$ cat src/hdl/wac_pkg.sv
`timescale 1ns / 1ps
package wac_pkg;

  localparam int MAX_SAMPLES = 1024;
  localparam int MAX_WINDOWS = 16;
  localparam int AW = $clog2(MAX_SAMPLES);
  localparam int CW = 11;
  localparam int WW = 5;
  localparam int SW = 24;
  localparam int RW = 64;
  localparam int LW = 10;
  localparam int DVW = 11;

  localparam logic [1:0] CMD_PUSH   = 2'd0;
  localparam logic [1:0] CMD_QUERY  = 2'd1;
  localparam logic [1:0] CMD_CLEAR  = 2'd2;
  localparam logic [1:0] CMD_UNUSED = 2'd3;

  localparam logic [1:0] ST_OK   = 2'd0;
  localparam logic [1:0] ST_LAG  = 2'd1;
  localparam logic [1:0] ST_FULL = 2'd2;

  localparam logic [1:0] REG_SAMPLE_COUNT = 2'd0;
  localparam logic [1:0] REG_WINDOW_COUNT = 2'd1;

  typedef struct packed {
    logic          wr_en;
    logic [AW-1:0] wr_addr;
    logic          issue;
    logic [AW-1:0] addr_a;
    logic [AW-1:0] addr_b;
    logic          first;
    logic          last;
    logic [DVW-1:0] terms;
    logic [DVW-1:0] nwin;
    logic          acc_clr;
    logic          fin_start;
  } lane_ctrl_t;

  typedef struct packed {
    logic win_done;
    logic fin_done;
  } lane_stat_t;

endpackage

$ cat src/hdl/wac_div.sv
`timescale 1ns / 1ps
module wac_div (
  input  logic                          clk,
  input  logic                          rst_n,
  input  logic                          start,
  input  logic signed [wac_pkg::RW-1:0] dividend,
  input  logic [wac_pkg::DVW-1:0]       divisor,
  output logic                          done,
  output logic signed [wac_pkg::RW-1:0] quotient
);
  import wac_pkg::*;

  logic           busy_r;
  logic           done_r;
  logic [5:0]     cnt_r;
  logic           neg_r;
  logic [RW-1:0]  mag_r;
  logic [DVW-1:0] rem_r;
  logic [DVW-1:0] dvs_r;
  logic [DVW:0]   trial;
  logic           ge;
  logic [DVW-1:0] rem_nxt;

  // One quotient bit per cycle, restoring, on the magnitude of the dividend.
  always_comb begin
    trial   = {rem_r, mag_r[RW-1]};
    ge      = (trial >= {1'b0, dvs_r});
    rem_nxt = ge ? DVW'(trial - {1'b0, dvs_r}) : trial[DVW-1:0];
  end

  always_ff @(posedge clk) begin
    if (!rst_n) begin
      busy_r <= 1'b0;
      done_r <= 1'b0;
    end else begin
      done_r <= 1'b0;
      if (start) begin
        busy_r <= 1'b1;
      end else if (busy_r && cnt_r == 6'd0) begin
        busy_r <= 1'b0;
        done_r <= 1'b1;
      end
    end
  end

  always_ff @(posedge clk) begin
    if (start) begin
      cnt_r <= 6'd63;
      neg_r <= dividend[RW-1];
      mag_r <= dividend[RW-1] ? RW'(-dividend) : RW'(dividend);
      rem_r <= '0;
      dvs_r <= divisor;
    end else if (busy_r) begin
      mag_r <= {mag_r[RW-2:0], ge};
      rem_r <= rem_nxt;
      cnt_r <= cnt_r - 6'd1;
    end
  end

  assign done     = done_r;
  assign quotient = neg_r ? -$signed(mag_r) : $signed(mag_r);

endmodule

$ cat config.mk
export PLATFORM = sky130hd
export DESIGN_NAME = wac_div
export DESIGN_NICKNAME = d
export VERILOG_FILES = /design/src/hdl/wac_pkg.sv /design/src/hdl/wac_div.sv
export SDC_FILE = /design/constraint.sdc
export NUM_CORES = 1
export LEC_CHECK = 0
export ABC_CLOCK_PERIOD_IN_PS = 3450
export CORE_ASPECT_RATIO = 1.2
export CORE_MARGIN = 8
export CORE_UTILIZATION = 40
export CTS_CLUSTER_DIAMETER = 80
export DETAILED_ROUTE_END_ITERATION = 16
export DONT_BUFFER_PORTS = 1
export PLACE_DENSITY_LB_ADDON = 0.12
export SYNTH_ARGS = -nofsm -noshare
export SYNTH_HDL_FRONTEND = slang
export SYNTH_SLANG_ARGS = --single-unit
$ cat constraint.sdc
create_clock -name clk -period 3.45 [get_ports clk]
set_clock_uncertainty 0.1 [all_clocks]
set_input_delay 0.69 -clock clk [delete_from_list [all_inputs] [get_ports clk]]
set_output_delay 0.69 -clock clk [all_outputs]
set_load 0.02 [all_outputs]
Word-level counts from Yosys, hierarchy flattened

Cells that the tools add are included.

Register bits after elaboration: 95
Input bits: 78
Output and inout bits: 65
Logic and storage cells: 26

$add $sub $neg: 4
Order comparisons: 1
Multiplexer cells: 8
Bitwise logic cells: 1
Reductions and logical operators: 5

Operators by type and width:

| cell                                             | count |
|---|---|
| 2-to-1 mux 64 bit                                | 4 |
| negation 64 bit                                  | 2 |
| greater-or-equal comparator 12 x 11 -> 1 bit     | 1 |
| 2-to-1 mux 11 bit                                | 1 |
| subtractor 11 bit                                | 1 |
| logical NOT 6 bit                                | 1 |
| subtractor 6 x 1 -> 6 bit, second input constant | 1 |
| nonzero test 2 bit                               | 2 |
| 2-to-1 mux 1 bit                                 | 3 |
| OR reduction 2 bit                               | 1 |
| logical AND 1 bit                                | 1 |
| inverter 1 bit                                   | 1 |

Longest topological paths before layout

Depth after elaboration: 4
Depth in mapped cells: 10
Mapped depth without buffers: 9

Worst setup path before layout

Ideal clock, no wire load.

Path type: register to output
Start: register mag_r[35]
End: output quotient[59] (netlist bit)
Arrival: 2.513 ns
Data required time: 2.660 ns
Path slack: 0.147 ns
Stages on the path, launching flop included: 7
Path buffers: 0
Cells stage by stage: edfxtp_1 or4_4 or4b_4 nor4_4 nand3_2 o31ai_1 xnor2_1

Word-level cells in the longest chain between the ends: 2

RTL lines:

| item                     | line          | RTL |
|---|---|---|
| start: declaration       | wac_div.sv:17 | `logic [RW-1:0] mag_r;` |
| start signal: assignment | wac_div.sv:50 | `mag_r <= dividend[RW-1] ? RW'(-dividend) : RW'(dividend);` |
| start signal: assignment | wac_div.sv:54 | `mag_r <= {mag_r[RW-2:0], ge};` |
| negation 64 bit          | wac_div.sv:61 | `assign quotient = neg_r ? -$signed(mag_r) : $signed(mag_r);` |
| 2-to-1 mux 64 bit        | wac_div.sv:61 |  |
| end: declaration         | wac_div.sv:9  | `output logic signed [wac_pkg::RW-1:0] quotient` |

Every way passes these cells.

Worst setup path in the final report

Start: register mag_r[32]
End: output quotient[57] (netlist bit)

Same word-level chain as after synthesis.

==> impl_metrics.csv <==
group,metric,value,unit
timing,fmax,271,MHz
timing,min_period,3.69,ns
hold_path,worst_hold_path_type,"in2reg",
clocking,cts.path.max_buffers,2,
synthesis,ys_warn_count,0,
floorplanning,io_pins,143,
clocking,cts.sinks,95,
synthesis,synth_nets,892,
worst_setup_path,crit_path_start_kind,"flip-flop",
floorplanning,die_area,22500,sq um
clocking,insertion_delay,0.35,ns
synthesis,synth_cell_type_count,58,
synthesis,synth_most_common_cell,"nor2_1",
routing,wl_per_cell,20.4,um
synthesis,synth-edff-count,76,
synthesis,synth-seq-area-share,0.371,
cells_and_area,drive_gt1_frac,0.220,
cells_and_area,nNetsFinal,941,
synthesis,syn_area,7170,sq um
timing,slew_headroom,0.501,
clocking,cts_root_buf,"clkbuf_16",
cells_and_area,diodes,0,
worst_setup_path,critPathSlowestCell,"or4b_4",
floorplanning,fp.dieH,163,um
synthesis,syn_inst,799,
worst_setup_path,cpMostUsedCell,"buf_4",
timing,finalWorstSetupSlack,-0.244,ns
global_routing,grt_max_degree,159,
synthesis,synth.top_cells.by_area,"edfxtp_1 32%, xnor2_1 8.8%, xor2_1 7.3%, dfxtp_1 5.3%, nor2_1 4.7%",
routing,drt_iter0_drc,483,
place,place_hpwl,16200,um
power,powerDensity,411,nW/um^2
worst_setup_path,worstSetupPathType,"reg2out",
worst_setup_path,path_cells,"or4_4 > or4b_4 > nor4_4 > buf_4 > nand3_4 > o41ai_2 > xnor2_1 > buf_4",
status,status,"complete, but fails checks",
floorplanning,initial_core_util,0.408,
place,preCtsSetupSlack,-0.111,ns
worst_setup_path,critPathBufInv,2,
place,placed_cell_area,7830,sq um
routing,drt_wl_total,21800,um
global_routing,grt_usage,0.187,
clocking,cts_tree,"built",
timing,post-route-period-util,1.07,
worst_setup_path,worst_path_largest_cell_delay,0.59,ns
floorplanning,core,17600,sq um
synthesis,ys_top_cells_by_count,"90 x nor2_1, 76 x edfxtp_1, 72 x xnor2_1, 66 x a21oi_1, 60 x xor2_1",
timing,finalSetupViolations,21,
global_routing,grt_pass1_wl,33900,um
cells_and_area,fillers,1676,
floorplanning,die_w,138,um
routing,num_vias,6305,
power,vdd_drop_max,0.216,mV
routing,viasPerCell,5.88,
routing,drt_pass1_iterations,5,
global_routing,antenna_found_initial,0,
timing,worstMarginPinSlew,0.748,ns
routing,drcViolationCount,0,
place,gp_congestion,0.849,
synthesis,synth-main-ff-cell,"edfxtp_1",
cells_and_area,syn2layout_area_growth,22.6,%
synthesis,yosysTopAreaCell,"edfxtp_1",
power,total_power,3610,uW
global_routing,grt-ovfl-total,0,
synthesis,async_flop_share,0,
synthesis,synth_area_per_cell,8.97,sq um
cells_and_area,final_area,8790,sq um
power,leakage,0.00312,uW
routing,ant_nets,0,
global_routing,grt_pass1_vias,6360,
place,port_buffers,0,
timing,finalMaxSlewViolations,0,
timing,hold_viol,0,
synthesis,netlist.area_leader.share,0.318,
worst_setup_path,endpoint_kind,"primary output",
status,violations,"setup timing",
worst_setup_path,cp_top_family,"simple AND/OR/NAND/NOR gates",
worst_setup_path,required,2.66,ns
worst_setup_path,worst-path-max-fanout,5,
worst_setup_path,cp_data_arrival_time,2.90,ns
synthesis,ys_ff_latch,95,
run,max-cap-violations,0,
floorplanning,num_rows,53,
clocking,clk_pin_slew,0.06,ns
clocking,htree_levels,3,
clocking,cts_inserted_buffers,9,
timing,rsz0062_at_grt,"true",
cell families (layout without fill, tap and decap cells):
| family | after synthesis | after routing | share of synthesized area |
|---|---|---|---|
| AOI/OAI and AO/OA | 199 | 199 | 0.176 |
| xor gates and xnor gates | 132 | 132 | 0.161 |
| adders and majority gates | 15 | 15 | 0.0272 |
| buffers and inverters | 63 | 117 | 0.0337 |
| DFF | 95 | 95 | 0.371 |
| muxes | 11 | 11 | 0.0157 |
| and+or+nand+nor | 284 | 284 | 0.215 |
layer usage:
layer | track usage | share of wire | vias up
met2 | 0.325 | 0.51 | 205
met4 | 0.0920 | 0.027 | 0
met5 | 0 | 0 | -
li1 | - | - | 3042
met3 | 0.0391 | 0.065 | 34
met1 | 0.215 | 0.39 | 3024
sequential cells by signal (all words and copies together) (netlist names):
register and flops:
rem_r 11, busy_r 1, cnt_r 6, neg_r 1, mag_r 64, dvs_r 11
done 1
final cells by class:
type | count | area [sq um] | area share
multi-input cells | 641 | 4800 | 0.547
flip-flops and latches | 95 | 2660 | 0.303
repair buffers | 78 | 651 | 0.0740
well taps | 220 | 275 | 0.0313
clock buffers | 13 | 272 | 0.0309
inverters | 23 | 86.3 | 0.00982
clock inverters | 3 | 40.0 | 0.00455
worst paths after layout:
path,start,endpoint,slack [ns],cells after the start
max,mag_r[32],quotient[57],-0.24,8
min,start,rem_r[9],0.32,1
max reg2reg,mag_r[63],rem_r[10],0.68,10
min reg2reg,cnt_r[0],cnt_r[0],0.40,2
through the flow:
step | instances | setup TNS (ns) | utilization | hold WS (ns)
2_1_floorplan | 799 | 0 | - | 0.348
3_3_place_gp | 1046 | -0.288 | 0.446 | 0.361
3_5_place_dp | 1046 | -0.444 | 0.446 | 0.385
4_1_cts | 1068 | -2.55 | 0.486 | 0.308
5_1_grt | 1073 | -5.41 | 0.500 | 0.304
6_report | 1073 | -2.84 | 0.500 | 0.316
power by group:
part / switching [uW] / internal, uW
logic: 609 / 442
clock network: 429 / 624
registers: 123 / 1380
total: 1160 / 2450
layout by cell type (no fill, tap or decap), drive strengths merged, types with 18 or more instances in the layout:
master and n:
xnor2 72, or4 18, nand2 49, o41ai 23, xor2 60, o31ai 40
a21oi 66, buf 78, o21ai 45, inv 23, nor2 90, dfxtp 19
or3 23, edfxtp 76
timing repair:
action | in CTS | in global routing
resized for setup | 63 | 39
buffers inserted | 6 | 5
pin swaps | 10 | 11
hold buffers | 0 | 0
setup endpoints to repair | 34 | 37
Note: power is estimated with default switching activity, not from simulation.
