## src/hdl/wac_pkg.sv

```systemverilog
`timescale 1ns / 1ps
package wac_pkg;

  localparam int MAX_SAMPLES = 1024;
  localparam int MAX_WINDOWS = 16;
  localparam int AW = $clog2(MAX_SAMPLES);
  localparam int CW = 11;
  localparam int WW = 5;
  localparam int SW = 24;
  localparam int RW = 64;
  localparam int LW = 10;
  localparam int DVW = 11;

  localparam logic [1:0] CMD_PUSH   = 2'd0;
  localparam logic [1:0] CMD_QUERY  = 2'd1;
  localparam logic [1:0] CMD_CLEAR  = 2'd2;
  localparam logic [1:0] CMD_UNUSED = 2'd3;

  localparam logic [1:0] ST_OK   = 2'd0;
  localparam logic [1:0] ST_LAG  = 2'd1;
  localparam logic [1:0] ST_FULL = 2'd2;

  localparam logic [1:0] REG_SAMPLE_COUNT = 2'd0;
  localparam logic [1:0] REG_WINDOW_COUNT = 2'd1;

  typedef struct packed {
    logic          wr_en;
    logic [AW-1:0] wr_addr;
    logic          issue;
    logic [AW-1:0] addr_a;
    logic [AW-1:0] addr_b;
    logic          first;
    logic          last;
    logic [DVW-1:0] terms;
    logic [DVW-1:0] nwin;
    logic          acc_clr;
    logic          fin_start;
  } lane_ctrl_t;

  typedef struct packed {
    logic win_done;
    logic fin_done;
  } lane_stat_t;

endpackage

```

## src/hdl/wac_merge.sv

```systemverilog
`timescale 1ns / 1ps
module wac_merge (
  input  logic                          clk,
  input  logic                          rst_n,
  input  logic                          start,
  input  logic signed [wac_pkg::RW-1:0] res_x,
  input  logic signed [wac_pkg::RW-1:0] res_y,
  input  logic signed [wac_pkg::RW-1:0] res_z,
  output logic                          done,
  output logic signed [wac_pkg::RW-1:0] mean
);
  import wac_pkg::*;

  // Reciprocal of three, exact for every 18-bit partial dividend.
  localparam logic [17:0] RECIP3 = 18'd174763;

  logic                 go_r;
  logic                 ld_r;
  logic                 busy_r;
  logic                 done_r;
  logic [1:0]           cnt_r;
  logic                 neg_r;
  logic [RW-1:0]        mag_r;
  logic [1:0]           rem_r;
  logic signed [RW-1:0] sum_r;
  logic [17:0]          part;
  logic [35:0]          prod;
  logic [15:0]          q_d;
  logic [17:0]          rem_full;

  // Long division by three, one 16-bit digit per cycle from the top.
  always_comb begin
    part     = {rem_r, mag_r[RW-1 -: 16]};
    prod     = part * RECIP3;
    q_d      = prod[34:19];
    rem_full = part - (18'({q_d, 1'b0}) + 18'(q_d));
  end

  always_ff @(posedge clk) begin
    if (!rst_n) begin
      go_r   <= 1'b0;
      ld_r   <= 1'b0;
      busy_r <= 1'b0;
      done_r <= 1'b0;
    end else begin
      go_r   <= start;
      ld_r   <= go_r;
      done_r <= 1'b0;
      if (ld_r) begin
        busy_r <= 1'b1;
      end else if (busy_r && cnt_r == 2'd0) begin
        busy_r <= 1'b0;
        done_r <= 1'b1;
      end
    end
  end

  always_ff @(posedge clk) begin
    if (go_r) begin
      sum_r <= res_x + res_y + res_z;
    end
    if (ld_r) begin
      neg_r <= sum_r[RW-1];
      mag_r <= sum_r[RW-1] ? RW'(-sum_r) : RW'(sum_r);
      rem_r <= '0;
      cnt_r <= 2'd3;
    end else if (busy_r) begin
      mag_r <= {mag_r[RW-17:0], q_d};
      rem_r <= rem_full[1:0];
      cnt_r <= cnt_r - 2'd1;
    end
  end

  assign done = done_r;
  assign mean = neg_r ? -$signed(mag_r) : $signed(mag_r);

endmodule

```

## config.mk

```make
export PLATFORM = sky130hd
export DESIGN_NAME = wac_merge
export DESIGN_NICKNAME = d
export VERILOG_FILES = /design/src/hdl/wac_pkg.sv /design/src/hdl/wac_merge.sv
export SDC_FILE = /design/constraint.sdc
export NUM_CORES = 1
export LEC_CHECK = 0
export BUFFER_PORTS_ARGS = -buffer_cell sky130_fd_sc_hd__buf_2
export CAP_MARGIN = 20
export CORE_MARGIN = 8
export CORE_UTILIZATION = 59
export DETAILED_ROUTE_END_ITERATION = 6
export GPL_TIMING_DRIVEN = 1
export PLACE_DENSITY = 0.82
export SYNTH_ARGS = -nofsm -noshare
export SYNTH_HDL_FRONTEND = slang
export SYNTH_SLANG_ARGS = --single-unit
export TNS_END_PERCENT = 1
```

## constraint.sdc

```tcl
create_clock -name clk -period 7.7 [get_ports clk]
set_input_delay 2.31 -clock clk [delete_from_list [all_inputs] [get_ports clk]]
set_output_delay 2.31 -clock clk [all_outputs]
set_load 0.02 [all_outputs]
```

Word level (Yosys, flattened, before mapping) --
Index checks and enable logic that the tools add are counted.
Cells by class: $add $sub $neg 7, multipliers 1, multiplexer cells 7, bitwise logic cells 1, reductions and logical operators 5
Operators with widths (count):
- 64-bit two-way mux | 4
- 64-bit adder | 2
- 64-bit negation | 2
- 18-bit by 18-bit multiplier with 35-bit output, second input constant | 1
- 2-bit nonzero test | 2
- 1-bit two-way mux | 3
- 2-bit adder | 1
- 2-bit zero test | 1
- 2-bit OR reduction | 1
- 2-bit by 1-bit subtractor with 2-bit output, second input constant | 1
- 2-bit subtractor | 1
- 1-bit logical AND | 1
- 1-bit inverter | 1
Storage, ports and cells: register bits after elaboration 137, bits of input ports 195, output and inout bits 65, logic and storage cells 30

Logic depth before layout (Yosys ltp) --
Gate-level depths: netlist (run 1).
depth in word-level cells 4, gate-level depth with buffers 23, mapped depth without buffers 22

Worst setup path before layout (run 1) --
OpenSTA, ideal clock, no wires.
path kind register to register, start point reg mag_r[50], end point reg mag_r[15] (data pin), setup time 278 ps, arrival time 5759 ps, slack 1663 ps, cell stages (with the launch flop) 22, path buffers 0, clock period less this slack 6037 ps, cell sequence edfxtp_1 -> ha_1 -> fa_1 -> inv_1 -> fa_1 -> inv_1 -> fa_1 -> fa_1 -> inv_1 -> fa_1 -> inv_1 -> ha_1 -> a21o_1 -> a21o_1 -> a221oi_1 -> o31ai_1 -> o21ai_0 -> o31ai_1 -> o21a_1 -> o21a_1 -> o21ai_0 -> o311ai_0
Between the ends: longest elaborated chain between the ends 3
RTL lines:
- start, declared | RTL line wac_merge.sv:23 | logic [RW-1:0] mag_r;
- start signal, assigned | RTL line wac_merge.sv:64 | mag_r <= sum_r[RW-1] ? RW'(-sum_r) : RW'(sum_r);
- start signal, assigned | RTL line wac_merge.sv:68 | mag_r <= {mag_r[RW-17:0], q_d};
- 18-bit by 18-bit multiplier with 35-bit output | RTL line wac_merge.sv:34 | prod = part * RECIP3;
- 64-bit two-way mux | RTL line wac_merge.sv:67 | end else if (busy_r) begin
- 64-bit two-way mux | RTL line wac_merge.sv:62 | if (ld_r) begin
No other way between the ends. The select of a mux whose other input is x is not followed. A chain may end at the register's enable or synchronous reset.

Final worst setup path (run 1) --
start point reg mag_r[49], end point reg mag_r[15] (data pin)
The elaborated chain is that of the path after synthesis.

==> results of run 1 <==
## worst reg2reg max path: stages, from the launching register on
cell      delay, ns
edfxtp_1       0.63
ha_1           0.51
xor2_1         0.33
ha_1           0.21
a21oi_1        0.05
fa_1           0.52
inv_1          0.06
fa_1           0.50
fa_1           0.54
inv_1          0.05
fa_1           0.53
inv_1          0.04
ha_1           0.37
a21o_1         0.20
a21o_1         0.17
a221oi_1       0.42
o31ai_1        0.13
o21ai_0        0.42
o31ai_1        0.21
o21a_1         0.23
o21a_1         0.18
o21ai_0        0.13
o311ai_0       0.13
## per-layer routing
layer	vias to the layer above	part of all wire (%)	global-route usage (%)
li1	7109	-	-
met1	7198	43	35.1
met2	534	49	46.9
met3	74	5.3	3.25
met4	0	2.9	8.47
met5	-	0	0
## state kept, by name, indices dropped and copies added (netlist names)
register	count
mag_r	64
sum_r	64
go_r	1
busy_r	1
rem_r	2
cnt_r	2
ld_r	1
neg_r	1
done	1
## area by class of cell
class / count / area (µm²) / share of cell area (%)
inverter: 270 / 1010 / 4.95
multi-input combinational: 1466 / 13000 / 63.3
clock buffer: 17 / 425 / 2.08
sequential: 137 / 4040 / 19.7
timing repair buffer: 266 / 1350 / 6.58
tap: 396 / 495 / 2.42
clock inverter: 15 / 190 / 0.929
## placed cells by master (no fill, tap or decap), drive strengths merged, types with 14 or more instances in the layout
master / synthesis / routed
edfxtp: 129 / 129
o41ai: 16 / 16
nand3: 33 / 33
nand4: 17 / 17
xnor2: 127 / 127
or4: 15 / 15
nand2b: 20 / 20
xor2: 79 / 79
buf: 4 / 265
nor3: 23 / 23
a21o: 43 / 43
and3: 14 / 14
nor2: 116 / 116
nand2: 127 / 127
ha: 234 / 234
a21oi: 135 / 135
clkbuf: 49 / 18
o21bai: 14 / 14
or3: 18 / 18
o31ai: 46 / 46
o21ai: 92 / 92
inv: 270 / 274
fa: 171 / 171
## final timing paths
| kind | start | to | cells past startpoint | slack, ns |
|---|---|---|---|---|
| hold reg to reg | cnt_r[1]$_SDFFE_PP1P_ | cnt_r[1]$_SDFFE_PP1P_ | 2 | 0.49 |
| setup / recovery | mag_r[49]$_DFFE_PP_ | mag_r[15]$_DFFE_PP_ | 22 | 0.86 |
| setup reg to reg | mag_r[49]$_DFFE_PP_ | mag_r[15]$_DFFE_PP_ | 22 | 0.86 |
| hold / removal | cnt_r[1]$_SDFFE_PP1P_ | cnt_r[1]$_SDFFE_PP1P_ | 2 | 0.49 |
## logic make-up after synthesis
family,count (synthesis),share of synthesized area [%]
flip-flops,137,22.1
buffers and inverters,323,6.73
adder cells (fa/ha/maj),405,34.8
AND/OR/NAND/NOR,430,11.6
multiplexers,6,0.364
AO/OA/AOI/OAI,419,14.5
XOR/XNOR,206,9.90
## per-stage QoR
stage                     total power, mW  utilization (%)  worst slack [ns]  std cells
final                                9.29             67.1             0.856       2567
after global routing                 10.3             67.1             0.402       2567
after CTS                            9.28             67.1             0.880       2566
after detailed placement             8.32             65.1             0.968       2534
after global placement               8.20             65.1              1.07       2534
after floorplan                      6.61                -              1.66       1926
## where the power goes
group          internal, mW  switching [mW]
logic                  2.98            4.02
clock network         0.515           0.338
registers              1.22           0.209
total                  4.72            4.57
==> impl_metrics.py, run 1 <==
metrics = {
    "outcome": {
        "status": "completed",
    },
    "place": {
        "place.gp.congestion": 0.971,
        "place.detailed.hpwl_mm": 42.1,
        "numPortBuffers": 259,
        "place_area_um2": 19900,
    },
    "die": {
        "coreArea_um2": 30500,
        "die_w_um": 192,
        "io_pins": 260,
        "die-area_um2": 36800,
        "core.rowCount": 64,
        "die_h_um": 192,
        "start_util_pct": 59.7,
    },
    "route": {
        "vias": 14915,
        "wire_per_inst_um": 19.2,
        "via_per_inst": 5.81,
        "dr.pass1.iters": 5,
        "drt_wl_total_mm": 49.3,
        "ant_nets": 0,
        "dr.first_iter.drc_count": 1170,
        "post-route-drc-count": 0,
    },
    "logic_synthesis": {
        "synth_area_per_cell_um2": 9.46,
        "synth_ff_type": "edfxtp_1",
        "syn_inst": 1926,
        "netlist_top_cells_count": "270 x inv_1, 234 x ha_1, 171 x fa_1",
        "synth.distinct_cells": 71,
        "synth.most_common_cell": "inv_1",
        "async_reset_ff_share_pct": 0,
        "yosysWarningCount": 0,
        "syn-cell-area_um2": 18200,
        "ys_seq_area_share_pct": 22.1,
        "synthesis.nets": 2526,
        "synth_edf_count": 129,
        "synthTopCellsByArea": "edfxtp_1 21%, fa_1 19%, ha_1 16%, xnor2_1 6.1%, inv_1 5.6%",
        "synth_seq_cells": 137,
        "synth_top_area_share_pct": 21.3,
        "yosysTopAreaCell": "edfxtp_1",
    },
    "timing": {
        "drv_slew": 0,
        "finalSetupViolations": 0,
        "relSlewSlack_pct": 31.3,
        "finalHoldViolations": 0,
        "final.setup.tns_ns": 0,
        "max_freq_ghz": 0.146,
        "rsz0062_at_grt": "no",
        "fin_crit_sh_pct": 88.9,
        "hold_ws_ns": 0.494,
        "tightest_slew_ns": 1.03,
        "fin_skew_ns": 0.0101,
        "min_period_ns": 6.84,
    },
    "grt": {
        "grt_pass1_wl_mm": 79.2,
        "antenna_found_initial": 0,
        "grt_pass1_vias": 15443,
        "grt_use_total_pct": 27.2,
        "grt_max_degree": 114,
        "overflow": 0,
    },
    "critical_path": {
        "start_kind": "register",
        "critical_path.top_delay_family": "adder cells",
        "cpMostUsedCell": "fa_1",
        "critPathMaxStageDelay_ns": 0.63,
        "crit_fanout": 10,
        "crit_type": "register to register",
        "crit_required_ns": 7.85,
        "critical_path_buf_inv_count": 3,
        "end_kind": "register",
        "critPathArrivalTime_ns": 7.00,
        "crit_slowest_cell": "edfxtp_1",
        "crit_chain": "ha_1 -> xor2_1 -> ha_1 -> a21oi_1 -> fa_1 -> inv_1 -> fa_1 -> fa_1 -> inv_1 -> fa_1 -> inv_1 -> ha_1 -> a21o_1 -> a21o_1 -> a221oi_1 -> o31ai_1 -> o21ai_0 -> o31ai_1 -> o21a_1 -> o21a_1 -> o21ai_0 -> o311ai_0",
    },
    "clock_network": {
        "ctsResizeCount": 0,
        "clockBufferDepth": 2,
        "cts_root_buffer": "clkbuf_16",
        "cts_tree": "yes",
        "clock_insertion_delay_worst_skew_ns": 0.43,
        "cts_max_level": 4,
        "postCtsSetupBuffers": 0,
        "clkTransAtPathRegs_ns": 0.07,
        "clock_sinks": 137,
        "cts_inserted_buffers": 17,
        "hold_buffers": 0,
    },
    "pwr": {
        "peakVddDrop_uv": 609,
        "cellLeakagePower_nw": 9.41,
        "p_per_area_nw_per_um2": 454,
    },
    "run": {
        "cap_violations": 0,
    },
    "finish": {
        "n_fill_cell": 2409,
        "nNetsFinal": 2758,
        "post-route-cell-area_um2": 20500,
        "syn_to_final_growth_pct": 12.3,
        "drive_above_1_share_pct": 15.1,
        "insertedDiodeCount": 0,
    },
    "worst_hold_path": {
        "hold_path.class": "register to register",
    },
}
Note: power is estimated with default switching activity, not from simulation.
==> run 2, diff against run 1 <==
--- a/config.mk
+++ b/config.mk
@@ -9,8 +9,10 @@
 export CAP_MARGIN = 20
 export CORE_MARGIN = 8
 export CORE_UTILIZATION = 59
+export CTS_CLUSTER_DIAMETER = 120
 export DETAILED_ROUTE_END_ITERATION = 6
 export GPL_TIMING_DRIVEN = 1
+export MAX_ROUTING_LAYER = met4
 export PLACE_DENSITY = 0.82
 export SYNTH_ARGS = -nofsm -noshare
 export SYNTH_HDL_FRONTEND = slang
==> run 2 against run 1 <==
Worst setup slack worse by 0.053 ns. Flip-flop and latch count unchanged. Design area about the same. Total power up 2.1%. Core utilization down 0.062 points. Sequential share of layout area about the same. Critical endpoint unchanged.
==> impl_metrics.py, run 2 (synthesis results as in run 1) <==
metrics = {
    "critical_path": {
        "r2r_end": "mag_r[15]$_DFFE_PP_",
        "end_kind": "register",
        "critPathArrivalTime_ns": 7.05,
        "startpoint": "mag_r[49]$_DFFE_PP_",
        "crit-reg2reg-launch": "mag_r[49]$_DFFE_PP_",
        "start_kind": "register",
        "r2r_setup_slack_ns": 0.80,
        "crit_fanout": 10,
        "crit_required_ns": 7.85,
        "reg2reg_depth": 22,
        "crit_type": "register to register",
        "crit_end": "mag_r[15]$_DFFE_PP_",
    },
    "die": {
        "die_w_um": 192,
        "io_pins": 260,
        "die-area_um2": 36800,
        "coreArea_um2": 30500,
        "core.rowCount": 64,
        "start_util_pct": 59.7,
        "die_h_um": 192,
    },
    "clock_network": {
        "postCtsSetupBuffers": 0,
        "clkTransAtPathRegs_ns": 0.07,
        "ctsResizeCount": 0,
        "clock_sinks": 137,
        "hold_buffers": 0,
        "cts_inserted_buffers": 17,
        "cts_tree": "yes",
        "clockBufferDepth": 2,
        "cts_root_buffer": "clkbuf_16",
        "clock_insertion_delay_worst_skew_ns": 0.42,
        "cts_max_level": 4,
    },
    "finish": {
        "post-route-cell-area_um2": 20500,
        "syn_to_final_growth_pct": 12.2,
        "insertedDiodeCount": 0,
        "reg_top3": "mag_r: 64 flops, sum_r: 64 flops",
        "mostFrequentLayoutCells": "270 x inv_1, 259 x buf_2, 234 x ha_1",
        "nNetsFinal": 2757,
        "fin_util_pct": 67.0,
        "final_cell_count_no_fill": 2566,
        "drive_above_1_share_pct": 14.9,
        "final_common_cell": "inv_1",
    },
    "timing": {
        "tightest_slew_ns": 0.851,
        "rsz0062_at_grt": "no",
        "worst_slack_ns": 0.804,
        "hold_ws_ns": 0.484,
        "min_period_ns": 6.90,
        "max_freq_ghz": 0.145,
        "final.setup.tns_ns": 0,
        "finalHoldViolations": 0,
        "finalSetupViolations": 0,
        "fin_skew_ns": 0.00986,
        "fin_crit_sh_pct": 89.6,
        "relSlewSlack_pct": 43.3,
        "drv_slew": 0,
    },
    "pwr": {
        "p_per_area_nw_per_um2": 464,
        "power_mw": 9.49,
        "cellLeakagePower_nw": 9.40,
        "peakVddDrop_uv": 729,
    },
    "outcome": {
        "status": "completed",
    },
    "route": {
        "wire_per_inst_um": 19.6,
        "drt_wl_total_mm": 50.2,
        "post-route-drc-count": 0,
        "dr.first_iter.drc_count": 1343,
        "vias": 15066,
        "via_per_inst": 5.87,
        "ant_nets": 0,
        "dr.pass1.iters": 5,
    },
    "run": {
        "cap_violations": 0,
    },
    "grt": {
        "grt_use_total_pct": 28.0,
        "grt_pass1_wl_mm": 79.6,
        "antenna_found_initial": 0,
        "overflow": 0,
        "grt_max_degree": 81,
        "grt_pass1_vias": 15503,
    },
    "worst_hold_path": {
        "hold_path.class": "register to register",
    },
    "place": {
        "place.detailed.hpwl_mm": 42.1,
        "place.gp.congestion": 1.02,
        "numPortBuffers": 259,
        "place_area_um2": 19800,
        "dpl_worst_slack_ns": 0.863,
        "dp.cells": 2533,
    },
}
-- run 2: cell types whose count changed in the layout (fill, tap and decap cells not counted) --
cell and change:
clkbuf_1 +2, inv_6 -2, buf_4 -1, clkinvlp_4 +1
clkinv_4 -1
-- run 2: how the worst min path moves through the flow --
stage                                  endpoint  slack (ns)                  start  cells past startpoint
after global routing      cnt_r[0]$_SDFFE_PP1P_        0.54  cnt_r[0]$_SDFFE_PP1P_                      2
after detailed placement  cnt_r[1]$_SDFFE_PP1P_        0.48  cnt_r[1]$_SDFFE_PP1P_                      2
final                     cnt_r[1]$_SDFFE_PP1P_        0.48  cnt_r[1]$_SDFFE_PP1P_                      2
after CTS                 cnt_r[1]$_SDFFE_PP1P_        0.49  cnt_r[1]$_SDFFE_PP1P_                      2
after global placement    cnt_r[1]$_SDFFE_PP1P_        0.46  cnt_r[1]$_SDFFE_PP1P_                      2
after floorplan                 neg_r$_DFFE_PP_        0.42    sum_r[63]$_DFFE_PP_                      0
-- run 2: routing by layer --
layer / share of wire [%] / vias up / track usage, %
met3: 4.8 / 75 / 2.25
li1: - / 7111 / -
met4: 2.7 / 0 / 8.20
met5: 0 / - / -
met1: 43 / 7295 / 35.6
met2: 50 / 585 / 47.5
-- run 2: cell type report --
type / instances / area, µm²
multi-input cells: 1466 / 13000
repair buffers: 265 / 1340
fillers: 2444 / 10100
clock buffers: 19 / 433
well taps: 396 / 495
clock inverters: 13 / 171
inverters: 270 / 1010
flip-flops and latches: 137 / 4040
-- run 2: power by group --
group	internal, mW	switching [mW]	total (mW)
sequential	1.22	0.213	1.43
combinational	3.00	4.21	7.21
clock	0.513	0.333	0.846
-- run 2: critical path: stages (launching register included) --
cell and delay (ns):
edfxtp_1 0.63, ha_1 0.49, xor2_1 0.31, ha_1 0.20, a21oi_1 0.05, fa_1 0.57
inv_1 0.08, fa_1 0.51, fa_1 0.54, inv_1 0.05, fa_1 0.54, inv_1 0.04
ha_1 0.37, a21o_1 0.21, a21o_1 0.16, a221oi_1 0.42, o31ai_1 0.15, o21ai_0 0.39
o31ai_1 0.20, o21a_1 0.24, o21a_1 0.18, o21ai_0 0.13, o311ai_0 0.14
==> run 3, diff against run 2 <==
--- a/config.mk
+++ b/config.mk
@@ -7,7 +7,7 @@
 export LEC_CHECK = 0
 export BUFFER_PORTS_ARGS = -buffer_cell sky130_fd_sc_hd__buf_2
 export CAP_MARGIN = 20
-export CORE_MARGIN = 8
+export CORE_MARGIN = 5
 export CORE_UTILIZATION = 59
 export CTS_CLUSTER_DIAMETER = 120
 export DETAILED_ROUTE_END_ITERATION = 6
==> constraint.sdc (replaced) <==
create_clock -name clk -period 6.4 [get_ports clk]
set_input_delay 1.92 -clock clk [delete_from_list [all_inputs] [get_ports clk]]
set_output_delay 1.92 -clock clk [all_outputs]
set_load 0.02 [all_outputs]
==> run 3 against run 2 <==
Critical path depth is the same. Maximum frequency grew 14%. Design area grew 1.2%. Clock skew shrank 0.0017 ns. Worst setup slack lost 0.48 ns. Non-clock buffer count grew 25. Routed wire length is essentially flat. Worst hold slack lost 0.0012 ns. Flip-flop and latch count is the same.
==> impl_metrics.py, run 3 (synthesis results as in run 1) <==
metrics = {
    "outcome": {
        "status": "completed",
    },
    "route": {
        "dr.first_iter.drc_count": 942,
        "wire_per_inst_um": 19.4,
        "dr.pass1.iters": 5,
        "vias": 15045,
        "drt_wl_total_mm": 50.2,
        "ant_nets": 0,
        "via_per_inst": 5.80,
        "post-route-drc-count": 0,
    },
    "critical_path": {
        "crit_required_ns": 6.59,
        "end_kind": "register",
        "start_kind": "register",
        "critPathArrivalTime_ns": 6.26,
        "r2r_setup_slack_ns": 0.33,
        "crit_type": "register to register",
        "crit_fanout": 6,
    },
    "run": {
        "cap_violations": 0,
    },
    "place": {
        "numPortBuffers": 259,
        "place.gp.congestion": 0.981,
        "place.detailed.hpwl_mm": 43.0,
        "place_area_um2": 20000,
    },
    "die": {
        "die_w_um": 186,
        "start_util_pct": 59.7,
        "core.rowCount": 64,
        "die-area_um2": 34500,
        "coreArea_um2": 30500,
        "io_pins": 260,
        "die_h_um": 186,
    },
    "timing": {
        "tightest_slew_ns": 0.982,
        "final.setup.tns_ns": 0,
        "relSlewSlack_pct": 34.5,
        "rsz0062_at_grt": "no",
        "finalHoldViolations": 0,
        "max_freq_ghz": 0.165,
        "fin_crit_sh_pct": 94.9,
        "fin_skew_ns": 0.00816,
        "min_period_ns": 6.07,
        "drv_slew": 0,
        "finalSetupViolations": 0,
    },
    "finish": {
        "reg_top3": "mag_r: 64 flops, sum_r: 64 flops",
        "final_common_cell": "inv_1",
        "nNetsFinal": 2782,
        "syn_to_final_growth_pct": 13.5,
        "fin_util_pct": 67.8,
        "post-route-cell-area_um2": 20700,
        "drive_above_1_share_pct": 16.0,
        "mostFrequentLayoutCells": "270 x inv_1, 259 x buf_2, 233 x ha_1",
        "n_fill_cell": 2437,
    },
    "pwr": {
        "p_per_area_nw_per_um2": 563,
        "switching_share_pct": 49.1,
        "p_comb_share_pct": 76.5,
        "cellLeakagePower_nw": 9.54,
        "switchingPower_mw": 5.72,
        "p_clk_share_pct": 9.0,
        "power.internal_mw": 5.93,
        "p_seq_share_pct": 14.6,
        "peakVddDrop_uv": 954,
    },
    "grt": {
        "antenna_found_initial": 1,
        "grt_max_degree": 108,
        "overflow": 0,
        "grt_use_total_pct": 30.2,
        "grt_pass1_vias": 15407,
        "grt_pass1_wl_mm": 79.4,
    },
    "clock_network": {
        "cts_inserted_buffers": 17,
        "clock_insertion_delay_worst_skew_ns": 0.43,
        "clkTransAtPathRegs_ns": 0.06,
        "clockBufferDepth": 2,
        "cts_tree": "yes",
        "cts_max_level": 4,
        "cts_root_buffer": "clkbuf_16",
        "clock_sinks": 137,
    },
    "worst_hold_path": {
        "hold_path.class": "register to register",
    },
}
[run 3: area by class of cell]
type | instances | area [µm²] | area share [%]
Multi-Input combinational cell | 1466 | 13000 | 62.8
Antenna cell | 1 | 2.50 | 0.0121
Timing Repair Buffer | 290 | 1530 | 7.39
Sequential cell | 137 | 4040 | 19.5
Clock buffer | 18 | 429 | 2.07
Inverter | 270 | 1010 | 4.90
Tap cell | 396 | 495 | 2.39
Clock inverter | 14 | 195 | 0.943
[run 3: stage by stage]
| stage | cells | setup slack, ns | hold WS (ns) | power, mW |
|---|---|---|---|---|
| 2_1_floorplan | 1926 | 0.363 | 0.424 | 7.95 |
| 3_3_place_gp | 2553 | 0.202 | 0.461 | 10.2 |
| 3_5_place_dp | 2553 | 0.0353 | 0.466 | 10.4 |
| 4_1_cts | 2585 | 0.0618 | 0.483 | 11.5 |
| 5_1_grt | 2592 | 0.00670 | 0.497 | 12.7 |
| 6_report | 2592 | 0.326 | 0.482 | 11.7 |
[run 3: worst max-delay path: stages (launching register included)]
cell,delay (ns)
edfxtp_1,0.46
buf_4,0.21
ha_1,0.33
ha_1,0.29
inv_1,0.04
fa_1,0.47
inv_1,0.07
fa_1,0.50
fa_1,0.54
inv_1,0.05
fa_1,0.52
inv_1,0.04
ha_1,0.32
nand3_1,0.12
nor2_1,0.06
nand4_1,0.14
a21oi_1,0.06
a211oi_1,0.28
o21ai_0,0.23
a41oi_1,0.36
o21bai_1,0.16
a211o_1,0.32
a31o_2,0.24
[run 3: power groups by stage]
stage                     clock, mW  sequential (mW)  combinational [mW]
after floorplan                   0             1.63                6.32
after global placement            0             1.71                8.45
after detailed placement          0             1.71                8.64
after CTS                      1.05             1.70                8.75
after global routing           1.09             1.71                9.92
final                          1.04             1.70                8.91
[run 3: worst paths after layout]
check | startpoint | endpoint | depth (start not counted)
setup reg to reg | mag_r[56]$_DFFE_PP_ | mag_r[7]$_DFFE_PP_ | 22
hold reg to reg | cnt_r[1]$_SDFFE_PP1P_ | cnt_r[1]$_SDFFE_PP1P_ | 2
hold / removal | cnt_r[1]$_SDFFE_PP1P_ | cnt_r[1]$_SDFFE_PP1P_ | 2
setup / recovery | mag_r[56]$_DFFE_PP_ | mag_r[7]$_DFFE_PP_ | 22
[run 3: layer usage]
| metal | share of wire [%] | vias to the layer above | GRT usage, % |
|---|---|---|---|
| li1 | - | 7179 | - |
| met1 | 41 | 7144 | 38.1 |
| met2 | 49 | 594 | 50.2 |
| met3 | 5.2 | 128 | 2.89 |
| met4 | 4.5 | 0 | 12.7 |
| met5 | 0 | - | - |
[run 3: timing repair]
action	in CTS	in global routing
endpoints found under the setup margin	0	7
buffers inserted	0	6
gates resized for setup	0	7
hold buffers	0	0
